[config.mk]
export PLATFORM = sky130hd
export DESIGN_NAME = psq_ctrl
export DESIGN_NICKNAME = d
export VERILOG_FILES = /design/src/rtl/core/psq_pkg.sv /design/src/rtl/core/psq_ctrl.sv
export SDC_FILE = /design/constraint.sdc
export NUM_CORES = 1
export LEC_CHECK = 0
export BUFFER_PORTS_ARGS = -buffer_cell sky130_fd_sc_hd__clkbuf_2
export CORE_ASPECT_RATIO = 2
export CORE_MARGIN = 1.5
export CORE_UTILIZATION = 55
export DETAILED_ROUTE_END_ITERATION = 10
export PLACE_DENSITY = 0.83
export SETUP_SLACK_MARGIN = 0.2
export SYNTH_ARGS = -nofsm -noshare
export SYNTH_HDL_FRONTEND = slang
export SYNTH_SLANG_ARGS = --single-unit
[constraint.sdc]
create_clock -name clk -period 3.4 [get_ports clk]
set_input_delay 0.34 -clock clk [delete_from_list [all_inputs] [get_ports clk]]
set_output_delay 0.34 -clock clk [all_outputs]
set_load 0.05 [all_outputs]
[src/rtl/core/psq_pkg.sv]
// ----------------------------------------------------------------------------
// psq_pkg
// Shared types and constants of the probe sequence tracker: table entry
// record, controller command and status bundles, codes and counter helper.
// ----------------------------------------------------------------------------
`default_nettype none

package psq_pkg;

	localparam logic [1:0] MODE_OBSERVE = 2'd0;
	localparam logic [1:0] MODE_SCAN    = 2'd1;
	localparam logic [1:0] MODE_FINAL   = 2'd2;

	localparam logic REG_RETAIN = 1'b0;
	localparam logic REG_WINDOW = 1'b1;

	localparam logic [11:0] DEFAULT_WINDOW = 12'd32;
	localparam logic [11:0] LONG_SEQ_LIMIT = 12'd2047;
	localparam logic [15:0] CNT_MAX        = 16'hFFFF;

	typedef struct packed {
		logic [47:0] address;
		logic [11:0] start_seq;
		logic [11:0] end_seq;
		logic [11:0] max_seq;
		logic [15:0] first_scan;
		logic [15:0] last_scan;
		logic [15:0] hits;
	} entry_t;

	typedef struct packed {
		logic load;
		logic rd_en;
		logic cnt_total;
		logic scan_begin;
		logic lk_hit;
		logic take_new;
		logic ev_init;
		logic ev_step;
		logic ev_done;
		logic wr;
		logic f_clear;
		logic f_count;
		logic f_i_latch;
		logic f_link;
		logic f_apparent;
		logic out_load;
	} cmd_t;

	typedef struct packed {
		logic [1:0] mode;
		logic       detail;
		logic       full;
		logic       addr_hit;
		logic       older;
		logic       link_ok;
	} sts_t;

	function automatic logic [15:0] sat_inc(input logic [15:0] v);
		sat_inc = (v == CNT_MAX) ? v : v + 16'd1;
	endfunction

endpackage

`default_nettype wire

[src/rtl/core/psq_ctrl.sv]
// ----------------------------------------------------------------------------
// psq_ctrl
// Controller: sequences lookup, eviction search, entry update and the
// finalize passes over the table, and runs both channel handshakes.
// ----------------------------------------------------------------------------
`default_nettype none

module psq_ctrl import psq_pkg::*; #(
	parameter int TABLE_DEPTH = 64,
	parameter int IW          = $clog2(TABLE_DEPTH)
) (
	input  wire logic          clk,
	input  wire logic          arst_n,
	input  wire logic          in_valid,
	output logic               in_ready,
	output logic               out_valid,
	input  wire logic          out_ready,
	input  wire sts_t          sts,
	input  wire logic [IW:0]   fill,
	output cmd_t               cmd,
	output logic [IW-1:0]      idx
);

	localparam logic [3:0] S_IDLE    = 4'd0;
	localparam logic [3:0] S_DISP    = 4'd1;
	localparam logic [3:0] S_LK_RD   = 4'd2;
	localparam logic [3:0] S_LK_EV   = 4'd3;
	localparam logic [3:0] S_EV_RD   = 4'd4;
	localparam logic [3:0] S_EV_EV   = 4'd5;
	localparam logic [3:0] S_UPD     = 4'd6;
	localparam logic [3:0] S_F1_RD   = 4'd7;
	localparam logic [3:0] S_F1_EV   = 4'd8;
	localparam logic [3:0] S_F2I_RD  = 4'd9;
	localparam logic [3:0] S_F2I_EV  = 4'd10;
	localparam logic [3:0] S_F2J_CHK = 4'd11;
	localparam logic [3:0] S_F2J_EV  = 4'd12;
	localparam logic [3:0] S_F2_NEXT = 4'd13;
	localparam logic [3:0] S_F_APP   = 4'd14;
	localparam logic [3:0] S_DONE    = 4'd15;

	localparam logic [IW:0] LAST_IDX = (IW+1)'(TABLE_DEPTH - 1);

	logic [3:0]    state_q, state_d;
	logic [IW-1:0] i_q, i_d, j_q, j_d;
	logic          out_valid_q;
	logic          i_last, j_last;

	assign i_last = (((IW+1)'(i_q) + (IW+1)'(1)) == fill);
	assign j_last = (((IW+1)'(j_q) + (IW+1)'(1)) == fill);

	always_comb begin
		cmd     = '0;
		idx     = i_q;
		state_d = state_q;
		i_d     = i_q;
		j_d     = j_q;
		case (state_q)
			S_IDLE: begin
				if (in_valid) begin
					cmd.load = 1'b1;
					state_d  = S_DISP;
				end
			end
			S_DISP: begin
				case (sts.mode)
					MODE_OBSERVE: begin
						cmd.cnt_total = 1'b1;
						i_d = '0;
						if (!sts.detail) begin
							state_d = S_DONE;
						end else if (fill == '0) begin
							cmd.take_new = 1'b1;
							state_d = S_UPD;
						end else begin
							state_d = S_LK_RD;
						end
					end
					MODE_SCAN: begin
						cmd.scan_begin = 1'b1;
						state_d = S_DONE;
					end
					MODE_FINAL: begin
						cmd.f_clear = 1'b1;
						i_d = '0;
						state_d = (fill == '0) ? S_F_APP : S_F1_RD;
					end
					default: state_d = S_DONE;
				endcase
			end
			S_LK_RD: begin
				cmd.rd_en = 1'b1;
				state_d = S_LK_EV;
			end
			S_LK_EV: begin
				if (sts.addr_hit) begin
					cmd.lk_hit = 1'b1;
					state_d = S_UPD;
				end else if (i_last) begin
					if (sts.full) begin
						i_d = '0;
						state_d = S_EV_RD;
					end else begin
						cmd.take_new = 1'b1;
						state_d = S_UPD;
					end
				end else begin
					i_d = i_q + IW'(1);
					state_d = S_LK_RD;
				end
			end
			S_EV_RD: begin
				cmd.rd_en = 1'b1;
				state_d = S_EV_EV;
			end
			S_EV_EV: begin
				// strict compare keeps the lowest index on a tie
				if (i_q == '0) cmd.ev_init = 1'b1;
				else cmd.ev_step = 1'b1;
				if ((IW+1)'(i_q) == LAST_IDX) begin
					cmd.ev_done = 1'b1;
					state_d = S_UPD;
				end else begin
					i_d = i_q + IW'(1);
					state_d = S_EV_RD;
				end
			end
			S_UPD: begin
				cmd.wr = 1'b1;
				state_d = S_DONE;
			end
			S_F1_RD: begin
				cmd.rd_en = 1'b1;
				state_d = S_F1_EV;
			end
			S_F1_EV: begin
				cmd.f_count = 1'b1;
				if (i_last) begin
					i_d = '0;
					state_d = S_F2I_RD;
				end else begin
					i_d = i_q + IW'(1);
					state_d = S_F1_RD;
				end
			end
			S_F2I_RD: begin
				cmd.rd_en = 1'b1;
				state_d = S_F2I_EV;
			end
			S_F2I_EV: begin
				cmd.f_i_latch = 1'b1;
				j_d = '0;
				state_d = S_F2J_CHK;
			end
			S_F2J_CHK: begin
				idx = j_q;
				if (j_q == i_q) begin
					if (j_last) state_d = S_F2_NEXT;
					else j_d = j_q + IW'(1);
				end else begin
					cmd.rd_en = 1'b1;
					state_d = S_F2J_EV;
				end
			end
			S_F2J_EV: begin
				idx = j_q;
				if (sts.link_ok) begin
					cmd.f_link = 1'b1;
					state_d = S_F2_NEXT;
				end else if (j_last) begin
					state_d = S_F2_NEXT;
				end else begin
					j_d = j_q + IW'(1);
					state_d = S_F2J_CHK;
				end
			end
			S_F2_NEXT: begin
				if (i_last) begin
					state_d = S_F_APP;
				end else begin
					i_d = i_q + IW'(1);
					state_d = S_F2I_RD;
				end
			end
			S_F_APP: begin
				cmd.f_apparent = 1'b1;
				state_d = S_DONE;
			end
			S_DONE: begin
				// hold until the output register is free
				if (!out_valid_q || out_ready) begin
					cmd.out_load = 1'b1;
					state_d = S_IDLE;
				end
			end
			default: state_d = S_IDLE;
		endcase
	end

	always_ff @(posedge clk or negedge arst_n) begin
		if (!arst_n) begin
			state_q     <= S_IDLE;
			i_q         <= '0;
			j_q         <= '0;
			out_valid_q <= 1'b0;
		end else begin
			state_q <= state_d;
			i_q     <= i_d;
			j_q     <= j_d;
			if (cmd.out_load) out_valid_q <= 1'b1;
			else if (out_ready) out_valid_q <= 1'b0;
		end
	end

	assign in_ready  = (state_q == S_IDLE);
	assign out_valid = out_valid_q;

endmodule

`default_nettype wire

Word-level counts from Yosys, hierarchy flattened --
Index checks and enable logic that the tools add are counted. W data, S select, Z words.
Word-level totals: bits in registers 17, input port bits 18, output and inout bits 24, logic and storage cells 117
Operators by class: add/sub/neg operators 4, equality and inequality tests 31, multiplexer cells 62, reductions and logical operators 16
Operator list (count):
- $mux W6 | 11
- $pmux W4 S15 | 1
- $mux W4 | 10
- $eq A4 B4 Y1 const B | 8
- $pmux W6 S5 | 1
- $mux W1 | 28
- $pmux W6 S3 | 1
- $eq A4 B3 Y1 const B | 4
- $ne A2 B2 Y1 const B | 8
- $add A6 B1 Y7 const B | 2
- $eq A7 B7 Y1 | 2
- $add A6 B1 Y6 const B | 2
- $mux W3 | 4
- $eq A4 B2 Y1 const B | 2
- $pmux W4 S2 | 1
- $logic_not A7 Y1 | 1
- $eq A6 B6 Y1 | 1
- $eq A6 B6 Y1 const B | 1
- $logic_not A6 Y1 | 1
- $mux W2 | 3
- $ne A3 B3 Y1 const B | 2
- $reduce_and A3 Y1 | 2
- $reduce_and A6 Y1 | 1
- $reduce_or A2 Y1 | 3
- 12 further kinds | 13

Depth between registers and ports, before layout --
Gate-level depths: netlist (run 1).
depth after elaboration 5, mapped depth 9, mapped depth without buffers 8

Worst setup path before layout (run 1) --
Ideal clock, no wire load.
path kind register to output, from register i_q[0], to output port cmd[10] (netlist bit), data arrival time 3473 ps, required time 3060 ps, path slack -413 ps, cell stages (with the launch flop) 8, buffers on the path 1, cells stage by stage dfrtp_1 > ha_1 > nand2b_1 > o211a_1 > o32a_1 > or4_1 > buf_2 > o41ai_1
RTL lines:
- from (decl) | RTL line psq_ctrl.sv:44 | logic [IW-1:0] i_q, i_d, j_q, j_d;
- from (signal assigned) | RTL line psq_ctrl.sv:207 | i_q <= i_d;
- to (decl) | RTL line psq_ctrl.sv:20 | output cmd_t cmd,

==> impl_results.md, run 1 <==
- Status: finished, final reports clean
- Sw Pwr: 897.1 uW
- CP Launch Point: i_q[0]
- DP HPWL: 3915 um
- Register area share after synthesis: 23.32%
- Sinks on the clock net: 17
- Largest family of logic cells by synthesized area: simple AND/OR/NAND/NOR gates
- Crit path max fanout: 7
- Row count: 29
- Total number of vias: 1951
- Post-CTS Setup Bufs: 0
- Die width: 43.73 um
- Mapped Cells: 246
- Final min period: 3.058 ns
- Element type at the critical path start: flip-flop
- Worst flop-to-flop path endpoint: state_q[1]
- Post-synth EDFFs: 0
- Max_cap viols: 0
- Syn_area_per_cell: 7.416 sq um
- # hold bufs at CTS: 0
- Antenna diodes: 0
- Synth Area in Compound Gates: 22.91%
- Reg2Reg Setup Slack: 0.58 ns
- CTS Root Cell: clkbuf_8
- Xor and xnor area share after synthesis: 10.56%
- Tightest Pin Transition: 0.6718 ns
- Synth Register Bits: 17
- Hold Slack: 0.02326 ns
- # setup viols final: 0
- Maximum vdd drop: 0.0004962 V
- Largest net degree at the start of global routing: 24
- Initial Utilization: 57.79%
- Die Y: 84.45 um
- Switching Share: 55.87%
- Post-CTS sizing: 1
- First-pass GRT wire length: 8473 um
- Via/cell ratio: 6.376
- Syn Std Cell Area: 0.001824 sq mm
- Avg WL per Cell: 16.33 um
- Pins Over Slew Limit: 0
- Clock transition at path regs: 0.06 ns
- Total GRT Usage: 29.60%
- Core Area: 0.003157 sq mm
- CTS tree: done
- Synth Area in Simple Gates: 29.63%
- Combinational power share: 65.2%
- Synthesized Nets: 267
- Clk_lat worst skew: 0.26 ns
- Final period util: 89.95%
- 1st-pass router iterations: 4
- Static Leakage: 0.9468 nW
- Critical path arrival: 2.72 ns
- H-Tree Level Count: 1
- Total power: 1.606 mW
- Largest stage delay on the critical path: 0.56 ns
- Maximum clock path buffer count: 2
- CP top delay family: simple AND/OR/NAND/NOR gates
- Worst reg2reg path startpoint: i_q[0]
- Crit path max-delay cell type: or4_4
- Buf/Inv on CP: 1
- Worst min path class: primary input to async pin
- GP Congestion: 0.9150
- Area grow syn2layout: 13.10%
- Share of cells above drive strength 1: 22.55%
- Post-synth top area share: 23.32%
- WS Path Type: flip-flop to primary output
- Distinct cell type count after synthesis: 47
- Cell Chain, Critical Path: ha_1 > and3_1 > nand3_1 > xnor2_1 > or4_4 > o41ai_2 > clkbuf_4
- Relative slew margins: 55.21%
- Syn. warnings: 0
- Initial antenna violation count: 0
- Max Fclk: 327.0 MHz
- Fin. Hold Viols: 0
- Top cells by area, synth: dfrtp_1 (23%), xnor2_1 (7.7%), o21ai_0 (6.3%), nand2_1 (4.7%), nor2_1 (4.5%)
- Sequential Power Share: 25.1%
- Most used DFF post-synth: dfrtp_1
- Number of global-route vias before repair: 1899
- Die area: 0.003692 sq mm
- # port buffers: 40
- Congestion Overflow GR: 0
- Fraction of synthesized area in multiplexers: 5.418%
- Final wirelength: 4996 um
- Required @ worst endpoint: 3.06 ns
- Num CTS Buffers: 3
- Top cell type by total area after synthesis: dfrtp_1
- Internal power: 708.6 uW
- Drc violations: 0
- Antenna viol nets, final: 0
- DR iter-0 viols: 57
- CP Capture Type: primary output
- I/O pin total: 42
- Final #Nets: 297
- RSZ-0062 raised after global routing: no
- Setup_tns: 0 ns
- Asr flop ratio synth: 100.0%
- Power per cell area: 778.2 mW/mm^2
- Clock power frac: 9.7%
- Cells on worst reg2reg path: 8
- Post-Synth Adder-Cell Area: 2.058%
- Layout Skew: 0.003194 ns
==> power by group through the flow <==
stage / clock (mW) / combinational [mW] / sequential (mW)
2_1_floorplan: 0 / 0.862 / 0.322
3_3_place_gp: 0 / 1.01 / 0.401
3_5_place_dp: 0 / 1.03 / 0.401
4_1_cts: 0.157 / 1.03 / 0.396
5_1_grt: 0.167 / 1.14 / 0.416
6_report: 0.156 / 1.05 / 0.403
==> per-stage QoR <==
step	utilization [%]	setup WS, ns	instances	instance area [sq um]
2_1_floorplan	-	0.2636	246	1832
3_3_place_gp	63.73	0.5351	302	2012
3_5_place_dp	63.73	0.4784	302	2012
4_1_cts	65.24	0.2365	306	2059
5_1_grt	65.36	0.2315	306	2063
6_report	65.36	0.3418	306	2063
==> final cells by class <==
type | count | area [sq um]
multi-input combinational | 203 | 1299
fill | 305 | 1094
sequential | 17 | 425.4
timing repair buffer | 43 | 225.2
clock buffer | 4 | 45.04
tap | 31 | 38.79
inverter | 8 | 30.03
==> worst register-to-register path, cell delays in order (launching register included) <==
cell and delay (ns):
dfrtp_1 0.49, ha_1 0.31, and3_1 0.27, nand3_1 0.15
xnor2_1 0.20, or4_4 0.56, o31a_1 0.27, nor4_1 0.35
nand2_1 0.11
==> per-layer routing <==
metal / up-vias / GRT usage (%) / routed length (um)
met2: 96 / 50.53 / 2612
met4: 0 / 19.28 / 311
li1: 937 / - / -
met3: 32 / 3.656 / 251
met5: - / 0 / 0
met1: 886 / 32.39 / 1821
==> Yosys cell counts (7+ instances only) <==
master,count
a21oi_1,9
clkbuf_1,12
dfrtp_1,17
inv_1,8
mux2_2,7
nand2_1,23
nand2b_1,7
nand3_1,14
nor2_1,22
nor3_1,7
o21ai_0,23
xnor2_1,16
==> cells in the final DEF, fill, tap and decap left out, types with 7 or more instances in the layout <==
cell type / instances
clkbuf_2: 39
nand2_1: 23
o21ai_0: 23
nor2_1: 22
dfrtp_1: 17
xnor2_1: 16
nand3_1: 14
a21oi_1: 9
inv_1: 8
mux2_2: 7
nand2b_1: 7
nor3_1: 7
==> kinds of logic after synthesis <==
| logic type | Yosys count |
|---|---|
| adders and majority gates | 3 |
| AOI/OAI and AO/OA | 63 |
| DFF | 17 |
| xor gates and xnor gates | 22 |
| muxes | 9 |
| buffers and inverters | 26 |
| and+or+nand+nor | 106 |
==> worst max-delay path by stage <==
stage | endpoint | depth (start not counted) | slack (ns)
floorplan | cmd[10] | 7 | 0.26
global placement | cmd[10] | 7 | 0.54
global route | cmd[10] | 7 | 0.23
CTS | cmd[10] | 7 | 0.24
finish | cmd[10] | 7 | 0.34
detailed placement | cmd[10] | 7 | 0.48
==> state kept, by name, summed over array words and instances, names as in the netlist <==
register	cells
i_q	6
out_valid	1
j_q	6
state_q	4
(Power assumes the default switching activity.)
==> run 2: changes to the inputs <==
- ABC_AREA: unset -> 1
==> impl_results.md, run 2 <==
- Final #Nets: 409
- Number of global-route vias before repair: 2222
- Congestion Overflow GR: 0
- Status: finished, final reports clean
- Largest stage delay on the critical path: 0.48 ns
- Total GRT Usage: 31.03%
- Num CTS Buffers: 3
- Top cell type by total area after synthesis: nand2_1
- Commonest non-fill, non-tap cells in the layout: nand2_1 (122), inv_1 (54), nor2_1 (51), clkbuf_2 (40), nand3_1 (35)
- Register area share after synthesis: 21.89%
- GP Congestion: 0.9305
- CP Capture Type: primary output
- Maximum vdd drop: 0.0005358 V
- Required @ worst endpoint: 3.06 ns
- Synthesized Nets: 370
- Area grow syn2layout: 12.81%
- Relative slew margins: 50.86%
- DP HPWL: 4552 um
- Most used DFF post-synth: dfrtp_1
- Non-filler instance count after layout: 419
- Internal power: 664.7 uW
- Post-synth top area share: 23.57%
- WS Path Type: flip-flop to primary output
- Mapped Cells: 349
- Final period util: 79.77%
- I/O pin total: 42
- Clk_lat worst skew: 0.26 ns
- Initial antenna violation count: 0
- Die Y: 87.06 um
- Worst min path class: primary input to async pin
- Share of cells above drive strength 1: 18.35%
- CTS Root Cell: clkbuf_8
- RSZ-0062 raised after global routing: no
- Maximum clock path buffer count: 2
- Die width: 45.03 um
- # hold bufs at CTS: 0
- Crit path max fanout: 7
- Post-synth top cells: nand2_1 (122), inv_1 (54), nor2_1 (51), nand3_1 (35), dfrtp_1 (17)
- Asr flop ratio synth: 100.0%
- Switching Share: 60.87%
- Crit path max-delay cell type: dfrtp_1
- Sinks on the clock net: 17
- Post-route setup slack: 0.6880 ns
- Clock transition at path regs: 0.08 ns
- Post-CTS Setup Bufs: 0
- Critical path arrival: 2.37 ns
- Via/cell ratio: 5.356
- Initial Utilization: 57.52%
- # port buffers: 40
- Distinct cell type count after synthesis: 30
- Layout Skew: 0.002909 ns
- DR iter-0 viols: 96
- Tightest Pin Transition: 0.7344 ns
- Static Leakage: 1.246 nW
- Post-synth EDFFs: 0
- Power per cell area: 775.0 mW/mm^2
- Top flop regs: i_q x6, j_q x6, state_q x4
- Antenna viol nets, final: 0
- Busiest layer in global routing: met2
- Post-CTS sizing: 0
- H-Tree Level Count: 1
- Fin. Hold Viols: 0
- Max Fclk: 368.7 MHz
- Placed cells: 415
- Max_cap viols: 0
- Sw Pwr: 1.034 mW
- Pins Over Slew Limit: 0
- Element type at the critical path start: flip-flop
- First-pass GRT wire length: 8935 um
- Post-placement setup slack: 0.9910 ns
- Sequential Power Share: 21.4%
- Drc violations: 0
- Total number of vias: 2244
- Met2 usage: 58.31%
- Synth Register Bits: 17
- Clock power frac: 9.7%
- CP top delay family: simple AND/OR/NAND/NOR gates
- Syn Std Cell Area: 0.001943 sq mm
- Core Area: 0.003378 sq mm
- Global routing usage on met1: 25.81%
- Avg WL per Cell: 13.27 um
- Cell Chain, Critical Path: inv_2 > ha_1 > inv_1 > nand2_1 > nand2_1 > nor2_1 > nand3_1 > nor2_4 > nand4_1 > o21ai_0 > clkbuf_2
- Count leader, synth: nand2_1
- Final wirelength: 5562 um
- Fillers: 344
- Most common cell after layout, fill and taps aside: nand2_1
- Combinational power share: 68.9%
- Buf/Inv on CP: 3
- 1st-pass router iterations: 4
- GR met3 Demand/Resource: 4.772%
- Die area: 0.003920 sq mm
- Largest net degree at the start of global routing: 18
- Antenna diodes: 0
- CTS tree: done
- Setup_tns: 0 ns
- Final min period: 2.712 ns
- Syn. warnings: 0
- Row count: 30
- Cell mode on critical path: nand2_1
- Syn_area_per_cell: 5.568 sq um
- # setup viols final: 0
- Top cells by area, synth: nand2_1 (24%), dfrtp_1 (22%), inv_1 (10%), nor2_1 (9.9%), nand3_1 (9.0%)
[run 2: path summary, 6_finish.rpt]
check	startpoint	end	slack, ns	cells after the start
setup reg to reg	state_q[2]	j_q[3]	1.12	10
hold / removal	arst_n	j_q[1]	0.02	1
min in group clk	out_ready	out_valid	0.33	4
setup / recovery	i_q[0]	cmd[10]	0.69	11
hold reg to reg	j_q[4]	j_q[4]	0.59	2
max in group asynchronous	arst_n	state_q[1]	3.04	1
[run 2: power groups by stage]
stage	clock, mW	sequential (mW)	combinational [mW]
2_1_floorplan	0	0.346	0.907
3_3_place_gp	0	0.361	1.14
3_5_place_dp	0	0.364	1.16
4_1_cts	0.167	0.361	1.16
5_1_grt	0.174	0.372	1.28
6_report	0.164	0.363	1.17
[run 2: area by class of cell]
class                   count  area, sq um  share of cell area (%)
repair buffers             40        200.2                   9.132
flip-flops and latches     17        425.4                   19.41
well taps                  32        40.04                   1.826
clock inverters             1        7.507                  0.3425
inverters                  59        221.5                   10.10
multi-input cells         267         1256                   57.31
clock buffers               3        41.29                   1.884
[run 2: worst register-to-register path, stage by stage, from the launching register on]
cell	delay (ns)
dfrtp_1	0.41
inv_1	0.10
nand2_1	0.17
nor2_1	0.13
nor2_1	0.59
inv_2	0.21
nand2_1	0.12
nand2_1	0.08
nand2_2	0.23
nand2_1	0.11
o21ai_2	0.07
[run 2: cells by family (layout without fill, tap and decap cells)]
group	after synthesis	in the layout	share of synthesized area [%]
adder cells (fa/ha/maj)	3	3	1.932
buffers and inverters	65	103	13.46
XOR/XNOR	4	4	1.803
AO/OA/AOI/OAI	28	28	9.208
AND/OR/NAND/NOR	232	232	51.71
flip-flops	17	17	21.89
[run 2: metrics by stage]
stage / area [sq um] / hold slack, ns / util [%] / power, mW
2_1_floorplan: 1943 / 0.04441 / - / 1.254
3_3_place_gp: 2143 / 0.3154 / 63.44 / 1.502
3_5_place_dp: 2143 / 0.3199 / 63.44 / 1.523
4_1_cts: 2192 / 0.03348 / 64.89 / 1.692
5_1_grt: 2192 / 0.04850 / 64.89 / 1.826
6_report: 2192 / 0.01958 / 64.89 / 1.699
[run 2: routing by layer]
layer  routed length (um)  part of all wire (%)
met3                  186                   3.3
met2                 3097                    56
met5                    0                     0
met4                  350                   6.3
met1                 1927                    35
==> run 3: changes to the inputs <==
- ABC_AREA: 1 -> 0
- CORE_UTILIZATION: 55 -> 49
- PLACE_DENSITY: 0.83 -> 0.78
- clock period: 3.4 -> 2.2 ns (I/O delays scaled with it)
==> impl_results.md, run 3 (synthesis gave the netlist of run 1 again) <==
- Status: finished, violations left
- Failing checks: setup timing
- Crit path max fanout: 4
- Layout Skew: 0.002919 ns
- Relative slew margins: 61.80%
- Die width: 46.15 um
- Row count: 31
- Top flop regs: i_q x6, j_q x6, state_q x4
- I/O pin total: 42
- Max_cap viols: 0
- RSZ-0062 raised after global routing: yes
- Critical path arrival: 2.46 ns
- Maximum clock path buffer count: 2
- Placed cells: 369
- Die Y: 89.29 um
- Antenna viol nets, final: 0
- WS Path Type: flip-flop to primary output
- Element type at the critical path start: flip-flop
- Power per cell area: 1157 mW/mm^2
- Die area: 0.004120 sq mm
- Num CTS Buffers: 3
- Number of global-route vias before repair: 2356
- Final wirelength: 7554 um
- Largest stage delay on the critical path: 0.46 ns
- Core Area: 0.003607 sq mm
- Tightest Pin Transition: 0.5670 ns
- Crit path max-delay cell type: or4_4
- Area grow syn2layout: 59.40%
- First-pass GRT wire length: 11220 um
- Congestion Overflow GR: 0
- DP HPWL: 4959 um
- Maximum vdd drop: 0.001406 V
- Total power: 3.365 mW
- Fin. Hold Viols: 0
- Worst min path class: primary input to flip-flop
- Clk_lat worst skew: 0.27 ns
- GP Congestion: 0.9673
- Setup_tns: -3.837 ns
- # port buffers: 40
- Most common cell after layout, fill and taps aside: buf_4
- Final period util: 121.8%
- Cell Chain, Critical Path: ha_4 > nand2b_4 > o211a_1 > o32a_1 > or4_4 > o41ai_4 > clkbuf_8
- DP Area: 0.002459 sq mm
- Total GRT Usage: 37.42%
- CTS Root Cell: clkbuf_8
- CTS tree: done
- Commonest non-fill, non-tap cells in the layout: buf_4 (56), clkbuf_2 (25), nand2_1 (21), nor2_1 (17), nand3_1 (14)
- Initial antenna violation count: 0
- Static Leakage: 1.308 nW
- Total number of vias: 2375
- 1st-pass router iterations: 4
- Share of cells above drive strength 1: 48.95%
- Design area: 0.002908 sq mm
- Clock transition at path regs: 0.07 ns
- Drc violations: 0
- Largest net degree at the start of global routing: 18
- Max Fclk: 373.3 MHz
- Hold Slack: 0.2245 ns
- Final #Nets: 355
- DR iter-0 viols: 107
- CP Capture Type: primary output
- Non-filler instance count after layout: 382
- # setup viols final: 14
- Final min period: 2.679 ns
- Post-route setup slack: -0.4788 ns
- Antenna diodes: 0
- Fillers: 224
- Required @ worst endpoint: 1.98 ns
- Pins Over Slew Limit: 0
- Sinks on the clock net: 17
- H-Tree Level Count: 1
- Avg WL per Cell: 19.77 um
- Initial Utilization: 50.57%
- Via/cell ratio: 6.217
==> run 3: where the power goes <==
part | internal (mW) | switching [mW]
sequential | 0.405 | 0.183
clock | 0.129 | 0.129
combinational | 1.05 | 1.47
==> run 3: per-stage QoR <==
step	setup WS, ns	util (%)
2_1_floorplan	-0.4567	-
3_3_place_gp	-0.2862	68.16
3_5_place_dp	-0.3114	68.16
4_1_cts	-0.4213	76.48
5_1_grt	-0.5448	80.61
6_report	-0.4788	80.61
==> run 3: area by class of cell <==
type,count,area [sq um],area share [%]
multi-input cells,203,1565,53.83
repair buffers,101,773.2,26.59
flip-flops and latches,17,432.9,14.89
well taps,49,61.31,2.108
clock buffers,4,45.04,1.549
inverters,8,30.03,1.033
==> run 3: worst paths after layout <==
| check | from | to | slack, ns | cells after the start |
|---|---|---|---|---|
| max | i_q[1] | cmd[10] | -0.48 | 7 |
| min | in_valid | state_q[0] | 0.22 | 3 |
| max reg2reg | i_q[1] | i_q[0] | -0.46 | 10 |
| min reg2reg | out_valid | out_valid | 0.56 | 2 |
| max in group asynchronous | arst_n | state_q[2] | 1.40 | 2 |
| min in group asynchronous | arst_n | i_q[5] | 0.44 | 2 |
==> run 3: repair_timing <==
action / in CTS / in global routing
pin swaps: 5 / 7
hold endpoints to repair: 17 / 0
resized for setup: 51 / 38
hold buffers: 1 / 0
setup buffers: 6 / 2
endpoints found under the setup margin: 30 / 30
==> run 3: worst max-delay path: cells and delay by family, from the launching register on <==
family | cells | cell delay [ns]
compound gates | 3 | 0.71
simple gates | 2 | 0.61
fa+ha+maj | 1 | 0.20
buf+inv | 1 | 0.24
flops | 1 | 0.43
==> run 3: per-layer routing <==
layer,vias to the layer above,track usage (%),wire (um)
li1,1052,-,-
met1,1126,38.77,2585
met2,139,64.77,3921
met3,58,3.838,332
met4,0,28.31,714
met5,-,0,0
